**config.mk**
```make
export PLATFORM = sky130hd
export DESIGN_NAME = tilt_scale
export DESIGN_NICKNAME = d
export VERILOG_FILES = /design/src/tilt_pkg.sv /design/src/tilt_scale.sv
export SDC_FILE = /design/constraint.sdc
export NUM_CORES = 1
export LEC_CHECK = 0
export ABC_AREA = 1
export BUFFER_PORTS_ARGS = -buffer_cell sky130_fd_sc_hd__buf_2
export CAP_MARGIN = 20
export CORE_MARGIN = 2
export CORE_UTILIZATION = 60
export CTS_CLUSTER_DIAMETER = 100
export DETAILED_ROUTE_END_ITERATION = 12
export PLACE_DENSITY = 0.83
export SYNTH_ARGS = -nofsm -noshare
export SYNTH_HDL_FRONTEND = slang
export SYNTH_SLANG_ARGS = --single-unit
```
**constraint.sdc**
```tcl
create_clock -name clk -period 17 [get_ports clk]
set_clock_uncertainty 0.2 [all_clocks]
set_input_delay 0.85 -clock clk [delete_from_list [all_inputs] [get_ports clk]]
set_output_delay 0.85 -clock clk [all_outputs]
set_load 0.02 [all_outputs]
```
**src/tilt_pkg.sv**
```systemverilog
// shared widths, constants and types for the tilt angle pipeline
package tilt_pkg;

	localparam int ROOT_W = 32;
	localparam int REM_W  = 34;
	localparam int CRD_W  = 36;
	localparam int ANG_W  = 32;
	localparam int ITER   = 24;
	localparam int OUT_W  = 15;

	typedef logic signed [ANG_W-1:0] ang_t;
	typedef logic signed [CRD_W-1:0] crd_t;

	// atan(2^-i) in radians, 30 fraction bits, truncated
	localparam ang_t ATAN_TAB [ITER] = '{
		32'sd843314856, 32'sd497837829, 32'sd263043836, 32'sd133525158,
		32'sd67021686,  32'sd33543515,  32'sd16775850,  32'sd8388437,
		32'sd4194282,   32'sd2097149,   32'sd1048575,   32'sd524287,
		32'sd262143,    32'sd131071,    32'sd65535,     32'sd32767,
		32'sd16383,     32'sd8191,      32'sd4095,      32'sd2047,
		32'sd1023,      32'sd511,       32'sd255,       32'sd127
	};

	// 18000/pi at 19 fraction bits
	localparam logic [31:0] SCALE_C = 32'd3003948965;
	localparam logic [OUT_W-1:0] RIGHT_ANGLE = 15'd9000;

	typedef struct packed {
		logic zero_x;
		logic zero_m;
		logic neg_x;
	} tilt_flag_t;

endpackage

```
**src/tilt_scale.sv**
```systemverilog
// radians to rounded hundredths of a degree, clamp and special cases
module tilt_scale (
	input  logic                               clk,
	input  logic                               arst_n,
	input  logic                               en,
	input  logic                               in_valid,
	input  tilt_pkg::ang_t                     ang,
	input  tilt_pkg::tilt_flag_t               flag,
	output logic                               out_valid,
	output logic signed [tilt_pkg::OUT_W-1:0]  tilt
);
	import tilt_pkg::*;

	logic                   v_s1;
	logic [ANG_W-2:0]       mag_s1;
	logic                   neg_s1;
	tilt_flag_t             flag_s1;
	logic                   v_s2;
	logic [ANG_W+30:0]      prod_s2;
	logic                   neg_s2;
	tilt_flag_t             flag_s2;
	logic                   v_s3;
	logic signed [OUT_W-1:0] tilt_s3;

	logic [63:0]            rnd;
	logic [OUT_W-1:0]       q;
	logic [OUT_W-1:0]       qc;
	logic signed [OUT_W-1:0] res;

	assign rnd = {1'b0, prod_s2} + (64'd1 << 48);
	assign q   = rnd[63:49];
	assign qc  = (q > RIGHT_ANGLE) ? RIGHT_ANGLE : q;

	always_comb begin
		if (flag_s2.zero_x) begin
			res = '0;
		end else if (flag_s2.zero_m) begin
			res = flag_s2.neg_x ? -$signed(RIGHT_ANGLE) : $signed(RIGHT_ANGLE);
		end else begin
			res = neg_s2 ? -$signed(qc) : $signed(qc);
		end
	end

	always_ff @(posedge clk or negedge arst_n) begin
		if (!arst_n) begin
			v_s1 <= 1'b0;
			v_s2 <= 1'b0;
			v_s3 <= 1'b0;
		end else if (en) begin
			v_s1 <= in_valid;
			v_s2 <= v_s1;
			v_s3 <= v_s2;
		end
	end

	always_ff @(posedge clk) begin
		if (en) begin
			mag_s1  <= ang[ANG_W-1] ? (ANG_W-1)'(-ang) : ang[ANG_W-2:0];
			neg_s1  <= ang[ANG_W-1];
			flag_s1 <= flag;
			prod_s2 <= mag_s1 * SCALE_C;
			neg_s2  <= neg_s1;
			flag_s2 <= flag_s1;
			tilt_s3 <= res;
		end
	end

	assign out_valid = v_s3;
	assign tilt      = tilt_s3;

endmodule

```
==> parameters.txt <==
Parameter                              Value

Route
  Number of vias per cell after detailed routing ... 5.58
  Final Routed Wirelength ... 57900 um
  # DRC ... 0
  Antenna Nets Post-Route ... 0
  Overall via count from detail_route ... 15.4k
  Initial DRT Pass Iterations ... 5
  Drt initial violations ... 1104
  Routed length per placed instance ... 20.9 um

Timing
  Count of endpoints failing setup in the final report ... 0
  Headroom to the max-slew limit ... 29.9%
  Setup repair after global routing missed its margin ... false
  Sum of negative setup slack ... 0 ps
  Slew of the pin with the lowest slew margin ... 1040 ps
  Fin. max-slew vios ... 0
  Post-layout minimum cycle time ... 7630 ps
  Post-route fraction of the period consumed by the critical path ... 44.9%
  Final hold vios ... 0
  Max frequency ... 131 MHz

Synthesis
  Netlist Area Pre-Place ... 20700 um^2
  Mean instance size in the synthesized netlist ... 9.24 um^2
  Total of flip-flops plus latches after synthesis ... 72
  Share of synthesized area occupied by flip-flops and latches ... 10.4%
  Syn Inst Count ... 2243
  Number of nets produced by synthesis ... 3041
  Number of synthesized flops with an enable pin ... 69
  Unique masters post-synth ... 50
  Synth warnings ... 0
  Proportion of register bits with asynchronous set or reset after synthesis ... 4.17%
  Primary FF master, synth ... edfxtp_1

Clock network
  Number of buffers on the longest clock path ... 2
  Post-cts resize count ... 0
  Clock tree from TritonCTS ... built
  TritonCTS Buffers ... 9
  Clock Pin Slew Worst Setup and Hold Paths ... 70 ps
  Post-CTS repair timing setup buffer count ... 0
  Sink count of the clock tree ... 72
  Number of buffers inserted for hold repair after clock tree synthesis ... 0
  Number of H-tree levels ... 3
  Clock tree root buffer cell ... clkbuf_16
  Clock latency of the later-clocked register in the worst-skew pair ... 370 ps

Global routing
  Total global-route track usage ... 35.0%
  Global-route congestion overflow total ... 0
  Number of antenna violations at the first check in global routing ... 1
  Via count of the first global-routing pass ... 16.9k
  Global-route wire length before repair ... 94200 um
  Pin count of the biggest net entering global routing ... 70

Placed design
  Detailed Place HPWL ... 51800 um
  Number of port buffers ... 54
  Routability congestion estimate from global placement ... 1.04

Cells and area
  Share of layout cells above drive strength 1 ... 5.24%
  Final #Nets ... 3104
  Synthesis-to-layout area growth ... 5.69%

Floorplan
  Horiz. Die Dim ... 190 um
  Number of placed I/O pins ... 55
  Starting density of the core ... 60.4%
  Placeable core region ... 34300 um^2
  Number of rows created at floorplan ... 68
  Floorplan die height ... 190 um
  Area enclosed by the die boundary ... 36000 um^2

Critical path
  Required arrival time at the worst endpoint ... 16910 ps
  Worst setup path category ... flip-flop to flip-flop
  Worst setup SP type ... flip-flop
  Signal arrival time at the worst endpoint ... 7530 ps
  Critical path endpoint category ... flip-flop
  Critical-path maximum fanout ... 9

Outcome
  Status ... complete, no violations

Job
  Maximum Capacitance Violations ... 0

Worst hold path
  Class of the most critical hold timing path ... primary input to async pin
==> logic make-up after synthesis <==
logic type	after synthesis	share of synthesized area, %
AOI/OAI and AO/OA	204	5.64
adders and majority gates	759	59.0
xor gates and xnor gates	54	2.28
and+or+nand+nor	486	10.5
buffers and inverters	667	12.1
muxes	1	0.0543
DFF	72	10.4
==> worst max-delay path, stage by stage (launching register included) <==
cell and delay (ps):
edfxtp_1 670, fa_1 700, inv_1 110, fa_1 510, inv_1 60, fa_1 510
fa_1 580, fa_1 540, fa_1 540, fa_1 570, inv_1 60, fa_1 530
inv_1 40, ha_1 300, nand2_1 110, nor2_1 190, nand3_1 100, nor3_1 200
nand3_1 100, o21ai_0 430, a21oi_1 160, xnor2_1 150
==> cells in the mapped netlist (2+ instances only) <==
| cell type | n | area share [%] |
|---|---|---|
| o31ai_1 | 4 | 0.14 |
| nand3_2 | 4 | 0.19 |
| ha_1 | 395 | 24 |
| nand2_1 | 204 | 3.7 |
| nand2_2 | 7 | 0.21 |
| nor2_2 | 5 | 0.15 |
| nor2_1 | 136 | 2.5 |
| fa_1 | 364 | 35 |
| dfrtp_1 | 3 | 0.36 |
| o311ai_0 | 3 | 0.13 |
| a21oi_1 | 87 | 2.1 |
| a31oi_1 | 12 | 0.36 |
| xor2_1 | 37 | 1.6 |
| nand3b_1 | 3 | 0.11 |
| nand3_1 | 49 | 1.2 |
| clkbuf_1 | 3 | 0.054 |
| nor2_4 | 5 | 0.27 |
| a211oi_1 | 2 | 0.072 |
| inv_1 | 661 | 12 |
| a21o_1 | 8 | 0.29 |
| or2_2 | 12 | 0.36 |
| xnor2_1 | 17 | 0.72 |
| nand4_1 | 22 | 0.66 |
| nor4_1 | 5 | 0.15 |
| o21ai_2 | 3 | 0.13 |
| edfxtp_1 | 69 | 10 |
| nor3_1 | 25 | 0.60 |
| a21boi_0 | 3 | 0.11 |
| o21ai_0 | 60 | 1.4 |
| nand2_4 | 4 | 0.22 |
| o21a_1 | 5 | 0.18 |
| o211ai_1 | 6 | 0.22 |
| o21ai_1 | 3 | 0.072 |
==> flip-flops by register name, summed over array words and instances (netlist names) <==
signal and flops:
mag_s1 31, out_valid 1, prod_s2 15, flag_s2 3, v_s2 1, neg_s2 1, tilt 15, flag_s1 3
v_s1 1, neg_s1 1
==> final timing paths <==
kind,startpoint,endpoint,slack (ps),cells after the start
setup / recovery,mag_s1[22],prod_s2[57],9370,21
hold / removal,arst_n,v_s2,70,1
setup reg to reg,mag_s1[22],prod_s2[57],9370,21
hold reg to reg,flag_s1[2],flag_s2[2],220,0
max in group asynchronous,arst_n,out_valid,16430,1
min in group clk,flag_s1[2],flag_s2[2],220,0
==> cells in the final DEF, fill, tap and decap left out, types with 12 or more instances in the layout <==
cell type  netlist  layout
inv_1          661     661
nor3_1          25      25
a31oi_1         12      12
a21oi_1         87      87
or2_2           12      12
xnor2_1         17      17
o21ai_0         60      60
fa_1           364     364
nor2_1         136     136
edfxtp_1        69      69
nand2_1        204     204
buf_2            1      53
nand3_1         49      49
nand4_1         22      22
ha_1           395     395
xor2_1          37      37
==> per-stage QoR <==
step	area, um^2	std cells	utilization, %	setup slack (ps)	hold WS, ps
6_report	21900	2767	63.9	9370	71.9
3_3_place_gp	21600	2750	62.9	9630	207
5_1_grt	21900	2766	63.9	9030	74.0
3_5_place_dp	21600	2750	62.9	9440	205
4_1_cts	21900	2766	63.9	9400	63.6
2_1_floorplan	20700	2243	-	10250	200
==> layer usage <==
layer / wire length (um) / up-vias / GRT usage (%)
met5: 0 / - / 0
met4: 3230 / 0 / 17.1
li1: - / 7076 / -
met3: 4430 / 135 / 5.55
met2: 25900 / 640 / 54.1
met1: 24400 / 7587 / 48.6
==> final cells by class <==
class,count,area [um^2]
antenna,1,2.50
timing repair buffer,57,295
sequential,72,2150
clock buffer,10,229
inverter,662,2480
clock inverter,6,115
tap,455,569
fill,2812,12400
multi-input combinational,1504,16100
Power is not shown: default switching activity piles up to over one toggle a cycle in this logic, so the estimate is an artifact.
